`config.mk`:
```
export PLATFORM = sky130hd
export DESIGN_NAME = pwm_rate_divider_search_top
export DESIGN_NICKNAME = d
export VERILOG_FILES = /design/src/hdl/pwmrds_pkg.sv /design/src/hdl/pwmrds_mul.sv /design/src/hdl/pwmrds_div.sv /design/src/hdl/pwm_rate_divider_search_top.sv
export SDC_FILE = /design/constraint.sdc
export NUM_CORES = 2
export LEC_CHECK = 0
export ABC_AREA = 1
export BUFFER_PORTS_ARGS = -buffer_cell sky130_fd_sc_hd__buf_2
export CAP_MARGIN = 10
export CORE_MARGIN = 1
export CORE_UTILIZATION = 35
export DETAILED_ROUTE_END_ITERATION = 6
export GPL_TIMING_DRIVEN = 0
export SLEW_MARGIN = 20
export SYNTH_ARGS = -nofsm -noshare
export SYNTH_HDL_FRONTEND = slang
export SYNTH_SLANG_ARGS = --single-unit
export TNS_END_PERCENT = 10
```
`constraint.sdc`:
```
create_clock -name clock -period 11 [get_ports clock]
set_clock_uncertainty 0.15 [all_clocks]
set_input_delay 1.1 -clock clock [delete_from_list [all_inputs] [get_ports clock]]
set_output_delay 1.1 -clock clock [all_outputs]
set_load 0.05 [all_outputs]
```
`src/hdl/pwmrds_pkg.sv`:
```
// shared types and constants for the pwm rate divider search block
// no dependencies; imported by every module of the block

package pwmrds_pkg;

   // field and datapath widths
   localparam int CLK_W   = 32;              // source clock in hertz
   localparam int TGT_W   = 20;              // target rate in hertz
   localparam int TOP_W   = 16;              // wrap value
   localparam int CNT_W   = TOP_W + 1;       // loop counter, also holds top+1
   localparam int DIV_W   = 12;              // divider in sixteenths (8.4)
   localparam int D_W     = TGT_W + CNT_W;   // target*(top+1)
   localparam int M_W     = 28;              // div16*(top+1)
   localparam int ERR_W   = 48;              // error numerator
   localparam int N_W     = CLK_W + 4;       // 16*clk
   localparam int MA_W    = 24;              // shared multiplier operand a
   localparam int MB_W    = 28;              // shared multiplier operand b
   localparam int MQ_W    = MA_W + MB_W;     // shared multiplier product
   localparam int X_W     = MQ_W + MA_W;     // full cross product
   localparam int DVD_W   = CLK_W + 6;       // 32*clk + d
   localparam int DVS_W   = CLK_W + 1;       // 2*d
   localparam int ERR10_W = ERR_W + 4;       // 10*err

   // register map and reset values
   localparam int CSR_AW = 3;
   localparam logic [0:0] REG_MIN_TOP = 1'b0;
   localparam logic [0:0] REG_MAX_TOP = 1'b1;
   localparam logic [TOP_W-1:0] MIN_TOP_RST = 16'd256;
   localparam logic [TOP_W-1:0] MAX_TOP_RST = 16'd8192;

   // search constants
   localparam logic [TOP_W-1:0] NO_FIT_TOP = 16'd1023;
   localparam logic [DIV_W-1:0] DIV16_MIN  = 12'd16;

   typedef struct packed {
      logic [CLK_W-1:0] clk_hz;
      logic [TGT_W-1:0] target_rate;
   } req_type;

   typedef struct packed {
      logic [TOP_W-1:0] wrap_top;
      logic [7:0]       div_int;
      logic [3:0]       div_frac;
      logic             found;
   } rsp_type;

   typedef struct packed {
      logic             start;
      logic [DVD_W-1:0] dividend;
      logic [DVS_W-1:0] divisor;
   } div_req_type;

   typedef struct packed {
      logic             done;
      logic [DIV_W-1:0] quot;
   } div_rsp_type;

endpackage

```
`src/hdl/pwmrds_mul.sv`:
```
// shared multiplier of the search datapath, product registered
// depends on pwmrds_pkg

module pwmrds_mul (
   input  logic                          clock,
   input  logic [pwmrds_pkg::MA_W-1:0]   mul_a,
   input  logic [pwmrds_pkg::MB_W-1:0]   mul_b,
   output logic [pwmrds_pkg::MQ_W-1:0]   mul_q
);
   import pwmrds_pkg::*;

   logic [MQ_W-1:0] product_ff;
   logic [MQ_W-1:0] product_in;

   assign product_in = MQ_W'(mul_a) * MQ_W'(mul_b);

   always_ff @(posedge clock) begin
      product_ff <= product_in;
   end

   assign mul_q = product_ff;

endmodule

```
`src/hdl/pwmrds_div.sv`:
```
// restoring divider, one quotient bit per cycle, quotient known to fit DIV_W bits
// depends on pwmrds_pkg

module pwmrds_div (
   input  logic                      clock,
   input  logic                      reset,
   input  pwmrds_pkg::div_req_type   div_req,
   output pwmrds_pkg::div_rsp_type   div_rsp
);
   import pwmrds_pkg::*;

   localparam int SH_W  = DVS_W + DIV_W - 1;
   localparam int CNT_B = $clog2(DIV_W);

   logic [DVD_W-1:0] rem_ff, rem_in;
   logic [SH_W-1:0]  dsh_ff, dsh_in;
   logic [DIV_W-1:0] quot_ff, quot_in;
   logic [CNT_B-1:0] cnt_ff, cnt_in;
   logic             active_ff, active_in;
   logic             done_ff, done_in;
   logic             fits;

   assign fits = SH_W'(rem_ff) >= dsh_ff;

   always_comb begin
      rem_in    = rem_ff;
      dsh_in    = dsh_ff;
      quot_in   = quot_ff;
      cnt_in    = cnt_ff;
      active_in = active_ff;
      done_in   = 1'b0;
      if (div_req.start) begin
         rem_in    = div_req.dividend;
         dsh_in    = {div_req.divisor, {(DIV_W-1){1'b0}}};
         quot_in   = '0;
         cnt_in    = CNT_B'(DIV_W - 1);
         active_in = 1'b1;
      end else if (active_ff) begin
         if (fits) begin
            rem_in = rem_ff - dsh_ff[DVD_W-1:0];
         end
         quot_in = {quot_ff[DIV_W-2:0], fits};
         dsh_in  = dsh_ff >> 1;
         if (cnt_ff == '0) begin
            active_in = 1'b0;
            done_in   = 1'b1;
         end else begin
            cnt_in = cnt_ff - CNT_B'(1);
         end
      end
   end

   always_ff @(posedge clock) begin
      rem_ff  <= rem_in;
      dsh_ff  <= dsh_in;
      quot_ff <= quot_in;
      cnt_ff  <= cnt_in;
      if (reset) begin
         active_ff <= 1'b0;
         done_ff   <= 1'b0;
      end else begin
         active_ff <= active_in;
         done_ff   <= done_in;
      end
   end

   assign div_rsp.done = done_ff;
   assign div_rsp.quot = quot_ff;

endmodule

```
`src/hdl/pwm_rate_divider_search_top.sv`:
```
// top level of the pwm rate divider search: csr port, search sequencer, result register
// depends on pwmrds_pkg, pwmrds_mul, pwmrds_div
//
// usage
// - a request transaction on req_ carries a source clock and a target rate in hertz;
//   the block walks wrap values from min_top to max_top and answers with one
//   rsp_ transaction: the wrap value and 8.4 clock divider whose rate is closest
//   to the target, or wrap 1023 with divider 0 and found low if none is legal
// - min_top and max_top sit at csr byte addresses 0 and 4; write them only while
//   no request is in flight
// - one request at a time: req_stall is low only while the sequencer is idle
// - per wrap value the shared multiplier and the bit-serial divider are reused
//   under the sequencer: a wrap value that the divider range rules out goes on
//   to the next; one that is scored waits on the divider, then makes multiplier
//   passes for the period, error and (once a best is held) the 76-bit cross product
// - the walk stops early at the first winner within 0.1 Hz
// - the result sits in an output register; a new request is taken while it
//   waits, and the next result is held back until rsp_stall lets the old one go
// - reset puts the sequencer in idle, drops rsp_valid and restores
//   min_top 256 and max_top 8192

module pwm_rate_divider_search_top (
   input  logic                           clock,
   input  logic                           reset,
   input  logic                           req_valid,
   output logic                           req_stall,
   input  pwmrds_pkg::req_type            req_data,
   output logic                           rsp_valid,
   input  logic                           rsp_stall,
   output pwmrds_pkg::rsp_type            rsp_data,
   input  logic                           csr_psel,
   input  logic                           csr_penable,
   input  logic                           csr_pwrite,
   input  logic [pwmrds_pkg::CSR_AW-1:0]  csr_paddr,
   input  logic [31:0]                    csr_pwdata,
   output logic [31:0]                    csr_prdata,
   output logic                           csr_pready
);
   import pwmrds_pkg::*;

   typedef enum logic [15:0] {
      S_IDLE   = 16'b0000_0000_0000_0001,
      S_START  = 16'b0000_0000_0000_0010,
      S_DPROD  = 16'b0000_0000_0000_0100,
      S_CHECK  = 16'b0000_0000_0000_1000,
      S_DIVIDE = 16'b0000_0000_0001_0000,
      S_MPROD  = 16'b0000_0000_0010_0000,
      S_TPROD  = 16'b0000_0000_0100_0000,
      S_X0     = 16'b0000_0000_1000_0000,
      S_X1     = 16'b0000_0001_0000_0000,
      S_X2     = 16'b0000_0010_0000_0000,
      S_X3     = 16'b0000_0100_0000_0000,
      S_X4     = 16'b0000_1000_0000_0000,
      S_CMP    = 16'b0001_0000_0000_0000,
      S_TAKE   = 16'b0010_0000_0000_0000,
      S_NEXT   = 16'b0100_0000_0000_0000,
      S_DONE   = 16'b1000_0000_0000_0000
   } state_type;

   // ---------------------------------------------------------------- csr
   logic [TOP_W-1:0] min_top_ff, min_top_in;
   logic [TOP_W-1:0] max_top_ff, max_top_in;
   logic             csr_write;

   assign csr_pready = 1'b1;
   assign csr_write  = csr_psel & csr_penable & csr_pwrite & csr_pready;

   always_comb begin
      min_top_in = min_top_ff;
      max_top_in = max_top_ff;
      if (csr_write) begin
         unique case (csr_paddr[2])
            REG_MIN_TOP: min_top_in = csr_pwdata[TOP_W-1:0];
            REG_MAX_TOP: max_top_in = csr_pwdata[TOP_W-1:0];
            default:     ;
         endcase
      end
   end

   always_comb begin
      unique case (csr_paddr[2])
         REG_MIN_TOP: csr_prdata = 32'(min_top_ff);
         REG_MAX_TOP: csr_prdata = 32'(max_top_ff);
         default:     csr_prdata = '0;
      endcase
   end

   // ---------------------------------------------------------------- search state
   state_type          state_ff, state_in;
   logic [CLK_W-1:0]   clk_ff, clk_in;
   logic [TGT_W-1:0]   tgt_ff, tgt_in;
   logic [CNT_W-1:0]   top_ff, top_in;
   logic [D_W-1:0]     d_ff, d_in;
   logic [DIV_W-1:0]   q_ff, q_in;
   logic [M_W-1:0]     m_ff, m_in;
   logic [ERR_W-1:0]   err_ff, err_in;
   logic [MQ_W-1:0]    lo_ff, lo_in;
   logic [X_W-1:0]     lhs_ff, lhs_in;
   logic [X_W-1:0]     rhs_ff, rhs_in;
   logic [TOP_W-1:0]   win_top_ff, win_top_in;
   logic [DIV_W-1:0]   best_div16_ff, best_div16_in;
   logic [ERR_W-1:0]   win_err_ff, win_err_in;
   logic [M_W-1:0]     best_period_ff, best_period_in;
   logic               have_best_ff, have_best_in;
   logic               rsp_valid_ff, rsp_valid_in;
   rsp_type            rsp_data_ff, rsp_data_in;

   // shared units
   logic [MA_W-1:0]    mul_a;
   logic [MB_W-1:0]    mul_b;
   logic [MQ_W-1:0]    mul_q;
   div_req_type        div_req;
   div_rsp_type        div_rsp;

   pwmrds_mul u_mul (
      .clock (clock),
      .mul_a (mul_a),
      .mul_b (mul_b),
      .mul_q (mul_q)
   );

   pwmrds_div u_div (
      .clock   (clock),
      .reset   (reset),
      .div_req (div_req),
      .div_rsp (div_rsp)
   );

   logic [CNT_W-1:0]     period;      // top + 1
   logic [N_W-1:0]       n_val;       // 16 * clk
   logic [D_W+12-1:0]    d_x4095;
   logic                 legal;
   logic [ERR_W-1:0]     tm_val;
   logic [ERR_W-1:0]     n_ext;
   logic [ERR10_W-1:0]   err_x10;
   logic                 req_take;

   assign period   = top_ff + CNT_W'(1);
   assign n_val    = {clk_ff, 4'b0000};
   assign d_x4095  = {d_ff, 12'b0} - (D_W+12)'(d_ff);
   // ideal divider must lie in 1 .. 255+15/16
   assign legal    = (d_ff != '0) && (D_W'(clk_ff) >= d_ff) &&
                     ((D_W+12)'(n_val) <= d_x4095);
   assign tm_val   = mul_q[ERR_W-1:0];
   assign n_ext    = ERR_W'(n_val);
   assign err_x10  = ERR10_W'({err_ff, 3'b000}) + ERR10_W'({err_ff, 1'b0});
   assign req_take = req_valid & ~req_stall;

   // divider is started from the check state: div16 = (32*clk + d) / (2*d)
   assign div_req.start    = (state_ff == S_CHECK) && legal;
   assign div_req.dividend = DVD_W'({clk_ff, 5'b00000}) + DVD_W'(d_ff);
   assign div_req.divisor  = {d_ff[CLK_W-1:0], 1'b0};

   // multiplier operand select; the registered product is read in the state that follows
   always_comb begin
      mul_a = '0;
      mul_b = '0;
      case (state_ff)
         S_START:  begin mul_a = MA_W'(tgt_ff);          mul_b = MB_W'(period);         end
         S_DIVIDE: begin mul_a = MA_W'(div_rsp.quot);    mul_b = MB_W'(period);         end
         S_MPROD:  begin mul_a = MA_W'(tgt_ff);          mul_b = mul_q[M_W-1:0];        end
         S_X0:     begin mul_a = err_ff[MA_W-1:0];       mul_b = best_period_ff;        end
         S_X1:     begin mul_a = err_ff[ERR_W-1:MA_W];   mul_b = best_period_ff;        end
         S_X2:     begin mul_a = win_err_ff[MA_W-1:0];   mul_b = m_ff;                  end
         S_X3:     begin mul_a = win_err_ff[ERR_W-1:MA_W]; mul_b = m_ff;                end
         default:  ;
      endcase
   end

   assign req_stall = (state_ff != S_IDLE);

   always_comb begin
      state_in       = state_ff;
      clk_in         = clk_ff;
      tgt_in         = tgt_ff;
      top_in         = top_ff;
      d_in           = d_ff;
      q_in           = q_ff;
      m_in           = m_ff;
      err_in         = err_ff;
      lo_in          = lo_ff;
      lhs_in         = lhs_ff;
      rhs_in         = rhs_ff;
      win_top_in     = win_top_ff;
      best_div16_in  = best_div16_ff;
      win_err_in     = win_err_ff;
      best_period_in = best_period_ff;
      have_best_in   = have_best_ff;
      rsp_valid_in   = rsp_valid_ff & rsp_stall;
      rsp_data_in    = rsp_data_ff;

      unique case (state_ff)
         S_IDLE: begin
            if (req_take) begin
               clk_in         = req_data.clk_hz;
               tgt_in         = req_data.target_rate;
               top_in         = CNT_W'(min_top_ff);
               win_top_in     = NO_FIT_TOP;
               best_div16_in  = '0;
               win_err_in     = '0;
               best_period_in = '0;
               have_best_in   = 1'b0;
               state_in       = S_START;
            end
         end
         S_START: begin
            // empty range or walked past max_top
            if (top_ff > CNT_W'(max_top_ff)) begin
               state_in = S_DONE;
            end else begin
               state_in = S_DPROD;
            end
         end
         S_DPROD: begin
            d_in     = mul_q[D_W-1:0];
            state_in = S_CHECK;
         end
         S_CHECK: begin
            state_in = legal ? S_DIVIDE : S_NEXT;
         end
         S_DIVIDE: begin
            if (div_rsp.done) begin
               q_in     = div_rsp.quot;
               state_in = (div_rsp.quot < DIV16_MIN) ? S_NEXT : S_MPROD;
            end
         end
         S_MPROD: begin
            m_in     = mul_q[M_W-1:0];
            state_in = S_TPROD;
         end
         S_TPROD: begin
            err_in   = (n_ext >= tm_val) ? (n_ext - tm_val) : (tm_val - n_ext);
            state_in = have_best_ff ? S_X0 : S_TAKE;
         end
         S_X0: begin
            state_in = S_X1;
         end
         S_X1: begin
            lo_in    = mul_q;
            state_in = S_X2;
         end
         S_X2: begin
            lhs_in   = {mul_q, {MA_W{1'b0}}} + X_W'(lo_ff);
            state_in = S_X3;
         end
         S_X3: begin
            lo_in    = mul_q;
            state_in = S_X4;
         end
         S_X4: begin
            rhs_in   = {mul_q, {MA_W{1'b0}}} + X_W'(lo_ff);
            state_in = S_CMP;
         end
         S_CMP: begin
            // strict improvement only: err*best_period < best_err*m
            state_in = (lhs_ff < rhs_ff) ? S_TAKE : S_NEXT;
         end
         S_TAKE: begin
            have_best_in   = 1'b1;
            win_top_in     = top_ff[TOP_W-1:0];
            best_div16_in  = q_ff;
            win_err_in     = err_ff;
            best_period_in = m_ff;
            // within 0.1 Hz: stop the walk
            state_in = (err_x10 <= ERR10_W'(m_ff)) ? S_DONE : S_NEXT;
         end
         S_NEXT: begin
            top_in   = top_ff + CNT_W'(1);
            state_in = S_START;
         end
         S_DONE: begin
            if (!rsp_valid_ff || !rsp_stall) begin
               rsp_valid_in         = 1'b1;
               rsp_data_in.wrap_top = win_top_ff;
               rsp_data_in.div_int  = have_best_ff ? best_div16_ff[DIV_W-1:4] : 8'd0;
               rsp_data_in.div_frac = have_best_ff ? best_div16_ff[3:0] : 4'd0;
               rsp_data_in.found    = have_best_ff;
               state_in             = S_IDLE;
            end
         end
         default: begin
            state_in = S_IDLE;
         end
      endcase
   end

   always_ff @(posedge clock) begin
      clk_ff         <= clk_in;
      tgt_ff         <= tgt_in;
      top_ff         <= top_in;
      d_ff           <= d_in;
      q_ff           <= q_in;
      m_ff           <= m_in;
      err_ff         <= err_in;
      lo_ff          <= lo_in;
      lhs_ff         <= lhs_in;
      rhs_ff         <= rhs_in;
      best_div16_ff  <= best_div16_in;
      win_err_ff     <= win_err_in;
      best_period_ff <= best_period_in;
      rsp_data_ff    <= rsp_data_in;
      if (reset) begin
         state_ff     <= S_IDLE;
         min_top_ff   <= MIN_TOP_RST;
         max_top_ff   <= MAX_TOP_RST;
         win_top_ff   <= NO_FIT_TOP;
         have_best_ff <= 1'b0;
         rsp_valid_ff <= 1'b0;
      end else begin
         state_ff     <= state_in;
         min_top_ff   <= min_top_in;
         max_top_ff   <= max_top_in;
         win_top_ff   <= win_top_in;
         have_best_ff <= have_best_in;
         rsp_valid_ff <= rsp_valid_in;
      end
   end

   assign rsp_valid = rsp_valid_ff;
   assign rsp_data  = rsp_data_ff;

endmodule
```
# --- After elaboration in Yosys (flattened, before gate mapping) ---
# Index checks and enable logic that the tools add are counted.
classes:
  eq_ne: 20
  bitwise_logic: 8
  n_lt_le_gt_ge: 8
  addsub: 9
  mux: 37
  n_mul: 1
  n_reduce_logical: 28
op_table:
  columns: ["cell", "n"]
  rows:
  - ["$pmux 16 s16", 1]
  - ["$pmux 24 s6", 1]
  - ["$mux 38", 3]
  - ["$pmux 28 s4", 1]
  - ["$mux 16", 6]
  - ["$mux 48", 2]
  - ["$pmux 48 s2", 1]
  - ["$mux 44", 2]
  - ["$add 76x52->76", 1]
  - ["$lt 76x76->1", 1]
  - ["$pmux 32 s2", 1]
  - ["$pmux 28 s2", 1]
  - ["$add 51x49->52", 1]
  - ["$le 52x28->1", 1]
  - ["$mul 24x28->52", 1]
  - ["$le 36x49->1", 1]
  - ["$sub 49x37->49", 1]
  - ["$ge 36x48->1", 1]
  - ["$sub 36x48->48", 1]
  - ["$sub 48x36->48", 1]
  - ["$mux 15", 3]
  - ["$ge 38x44->1", 1]
  - ["$add 37x37->38", 1]
  - ["$sub 38x38->38", 1]
  - ["other kinds (45)", 76]
totals:
  output_inout_bits: 64
  register_bits: 733
  in_bits: 94
  word_cells: 142

# --- Logic depth before layout (Yosys ltp) ---
logic_depth:
  ltp_word: 6
  ltp_mapped: 46
  mapped_depth_nobuf: 43

# --- By module ---
# From an unflattened synthesis, not the netlist that was laid out.
unflattened:
  hier_cells: 9392
  area_unflattened_um2: 72316.9
modules_own_cells:
  columns: ["mod", "cells_per_inst", "seq_area_each_um2", "area_per_inst_um2", "instances"]
  rows:
  - ["pwm_rate_divider_search_top", 5014, 16786.1, 40542.6, 1]
  - ["pwmrds_mul", 3417, 1041.0, 25007.7, 1]
  - ["pwmrds_div", 961, 2712.6, 6766.5, 1]

# --- Worst setup path after synthesis ---
# No wires, ideal clock.
synth_timing:
  kind: "register to register"
  from: "reg state_ff[8]"
  to: "reg u_mul.product_ff[48] (netlist: u_mul.mul_q[48])"
  t_arrival_ns: 8.548
  path_stages_with_launch: 43
  path_slack_ns: 2.190
  synth_period_minus_slack_ns: 8.810
  n_path_buf: 2
  setup_time_ns: 0.112
  required_ns: 10.738
  cell_sequence: "dfxtp_1 nor2_2 inv_2 nor2_4 inv_2 nor2_2 inv_2 nor2_4 inv_2 nor4_4 inv_2 nand2_1 buf_4 a211oi_2 inv_2 buf_2 nand2_1 fa_1 (+7 left out) fa_1 inv_1 fa_1 inv_1 ha_1 nand2_1 nor2_1 inv_1 nor4_1 nand2_1 o211ai_1 nand2_1 nand2_1 a21boi_0 o21ai_0 a21oi_1 nand2_1 nand2_1"
synth_via:
  elab_chain_len: 4
  word_cells_on_any_way: 14
  cone_classes: "mul: 1; eq/ne: 7; mux: 2; reduce/logical: 4"
synth_lines:
  columns: ["element", "line_no", "text"]
  rows:
  - ["start, declared", "pwm_rate_divider_search_top.sv:89", "state_type state_ff, state_in;"]
  - ["start signal, assigned", "pwm_rate_divider_search_top.sv:310", "state_ff <= state_in;"]
  - ["$eq 16x2->1, or another cell as far along", "pwm_rate_divider_search_top.sv:158", "case (state_ff)"]
  - ["$reduce_or 2->1 (no source line)", null, null]
  - ["$pmux 24 s6 or $pmux 28 s4 (tied branches)", "pwm_rate_divider_search_top.sv:158", null]
  - ["$mul 24x28->52 (*)", "pwmrds_mul.sv:15", "assign product_in = MQ_W'(mul_a) * MQ_W'(mul_b);"]
  - ["net u_mul.product_in[48]", "pwmrds_mul.sv:13", "logic [MQ_W-1:0] product_in;"]
  - ["end signal, assigned", "pwmrds_mul.sv:18", "product_ff <= product_in;"]
  - ["end, declared", "pwmrds_mul.sv:12", "logic [MQ_W-1:0] product_ff;"]
# The timed path passes the listed nets; every way through them passes the cells marked *.
# A chain may end at the register's enable or synchronous reset.

# --- Worst setup path in the final report ---
layout_timing:
  from: "reg state_ff[15]"
  to: "reg u_mul.product_ff[48] (netlist: u_mul.mul_q[48])"
# Same word-level chain as after synthesis.

==> results.md <==
* Status: complete, no violations
* Tot Pwr at 8.60 mW
* Busiest grt layer: met2
* Iter 0 DRT Violations at 5834
* Cell variety after synth at 75
* Setup Crit Path Kind: register to register
* Die footprint at 201000 sq um
* Worst IR Drop VDD at 0.113 mV
* Comb power frac at 0.239
* Worst Setup Start Kind: register
* Bufs on Longest Clock Path at 3
* Initial Utilization at 0.353
* Psw at 3.04 mW
* Global-route met3 utilization at 0.0470
* Count of input and output buffers at 121
* Drt via density at 5.19
* Top FF cell, synth: edfxtp_1
* Worst R2R Start: state_ff[15]$_SDFFE_PP0P_
* RSZ-0062 raised after global routing: false
* Largest cells by area after synthesis: edfxtp_1, fa_1, ha_1, nand2_1, inv_1
* Synth warn at 0
* Max Cap Viol at 0
* Period minus WS final at 10.71 ns
* Switching share of power at 0.353
* Yosys top cell area share at 0.252
* Clock Latency Late Sink at 0.75 ns
* Leakage at 36.6 nW
* Peak per-stage delay on the critical path at 1.03 ns
* Pint at 5.56 mW
* Most frequent cells in the layout: nand2_1, inv_1, nor2_1
* Flops & latches, synth at 733
* Final hold slack at 0.286 ns
* Pre-antenna DRT Iters at 6
* Slew Limit Fails at 0
* Clk pin slew, worst setup/hold paths at 0.06 ns
* Gr ovfl total at 0
* TritonCTS clock tree: done
* CTS buffer count at 83
* Post-synth top area cell: edfxtp_1
* Syn_area_per_cell at 8.15 sq um
* Dpl hpwl at 217 mm
* Hold depth at 0
* Critical-path top delay cell: a211oi_1
* Final-layout fill cell count at 20300
* EDFF count, synth at 585
* Clock share of power at 0.354
* Final nets at 10100
* P per Cell Area at 112 nW/um^2
* Post-synthesis sequential area ratio at 0.295
* Vias in the first global route at 58800
* Fraction of layout instances using a drive strength above 1 at 0.0633
* GR Util met2 at 0.416
* Die extent in x at 448 microns
* Mapped Cells at 8552
* Area grow syn2layout at 10.7%
* First-pass GRT wire length at 385 mm
* Max-slew headroom at 0.171
* I/O pins at 158
* Final GP Congestion at 1.00
* Post-DRT Antenna Nets at 0
* Final Hold Fails at 0
* Root Driver: clkbuf_16
* Largest net degree at the start of global routing at 86
* CP endpoint kind: register
* Worst slew pin tran at 1.24 ns
* DR DRC count at 0
* GRT Total Usage at 0.262
* Fmax at 93.4 MHz
* Commonest non-fill, non-tap cell in the layout: nand2_1
* Clock net sink count at 733
* Period utilization at 0.974
* Initial antenna violation count at 8
* Die Ht at 448 microns
* Worst Reg2Reg Path Length in Cells at 40
* Max FO, Critical Path at 10
* Arrival time worst endpoint at 11.15 ns
* Row Count at 163
* Setup crit start: state_ff[15]$_SDFFE_PP0P_
* H-tree Lvls at 3
* Post-Syn Area at 69700 sq um
* Via Count at 59800
* Worst min path class: register to register
* Setup violators final at 0
* Routing usage on met1 at 0.345
* Asr flop ratio synth at 0
* Routed WL per cell at 23.0 microns
* Core area at 198000 sq um
* Register share of total power at 0.407
* WL final at 264 mm
* WP data required at 11.44 ns
* Most frequent CP cell: nand2_1
* Hold Crit Start: win_top_ff[1]$_SDFFE_PP1P_
[registers in the layout, summed over array words and instances (netlist names), 32 cells and up]
name	flops
clk_ff	32
u_mul.mul_q	52
win_err_ff	48
rhs_ff	76
u_div.dsh_ff	44
u_div.rem_ff	38
d_ff	37
err_ff	48
lhs_ff	76
lo_ff	52
[final timing paths]
path | to | slack [ns]
worst max-delay path | u_mul.mul_q[48]$_DFF_P_ | 0.29
worst min-delay path | rsp_data[14]$_DFFE_PP_ | 0.29
worst max register to register | u_mul.mul_q[48]$_DFF_P_ | 0.29
worst min register to register | rsp_data[14]$_DFFE_PP_ | 0.29
[timing repair]
| action | CTS | global route |
|---|---|---|
| setup endpoints to repair | 0 | 4 |
| setup buffers | 0 | 1 |
| hold buffers | 0 | 0 |
| resized for setup | 0 | 6 |
[per-stage QoR]
step | cell area (sq um) | setup TNS (ns) | worst slack [ns] | utilization | cells
after floorplan | 69700 | 0 | 2.19 | - | 8567
after global placement | 73600 | -1.31 | -0.434 | 0.373 | 11300
after detailed placement | 74100 | 0 | 0.365 | 0.375 | 11400
after CTS | 77000 | 0 | 0.326 | 0.390 | 11500
after global routing | 77100 | 0 | 0.00750 | 0.390 | 11500
final | 77100 | 0 | 0.289 | 0.390 | 11500
[worst max-delay path, delay by kind of cell, from the launching register on]
family / cells / cell delay [ns]
flip-flops: 1 / 0.37
AND/OR/NAND/NOR: 15 / 1.99
adder cells (fa/ha/maj): 8 / 3.87
buffers and inverters: 11 / 1.87
AO/OA/AOI/OAI: 6 / 2.31
[metal layers]
layer | part of all wire | up-vias
met3 | 0.079 | 521
met4 | 0.052 | 2
li1 | - | 27700
met2 | 0.45 | 2416
met5 | 0.000030 | -
met1 | 0.42 | 29100
[power by group through the flow]
stage	combinational, mW	sequential [mW]	clock, mW
after floorplan	1.25	3.40	0
final	2.05	3.50	3.05
after global placement	1.95	3.58	0
after detailed placement	1.99	3.56	0
after CTS	2.00	3.50	3.09
after global routing	2.21	3.50	3.18
[cells in the mapped netlist (all sizes together), types with 89 or more instances]
cell type / n
nand2: 1807
inv: 1789
nor2: 870
ha: 597
edfxtp: 585
fa: 575
a21oi: 497
o21ai: 401
nand3: 218
xor2: 195
dfxtp: 148
buf: 132
nand4: 89
xnor2: 89
[final cells by class]
class | count | area (sq um) | share of cell area
Sequential cell | 733 | 20500 | 0.266
Multi-Input combinational cell | 5844 | 41500 | 0.539
Tap cell | 2640 | 3300 | 0.0428
Clock buffer | 102 | 2220 | 0.0288
Inverter | 1793 | 6730 | 0.0873
Buffer | 197 | 1070 | 0.0139
Timing Repair Buffer | 151 | 947 | 0.0123
Antenna cell | 4 | 10.0 | 0.000130
Clock inverter | 54 | 767 | 0.00995
[cells by family after synthesis]
family,after synthesis,synth area share
adders and majority gates,1172,0.272
muxes,5,0.000718
AOI/OAI and AO/OA,1231,0.102
xor gates and xnor gates,284,0.0357
DFF,733,0.295
other,2,0.000108
buffers and inverters,1990,0.112
and+or+nand+nor,3135,0.182
No activity file was read; power rests on OpenSTA's default activity.
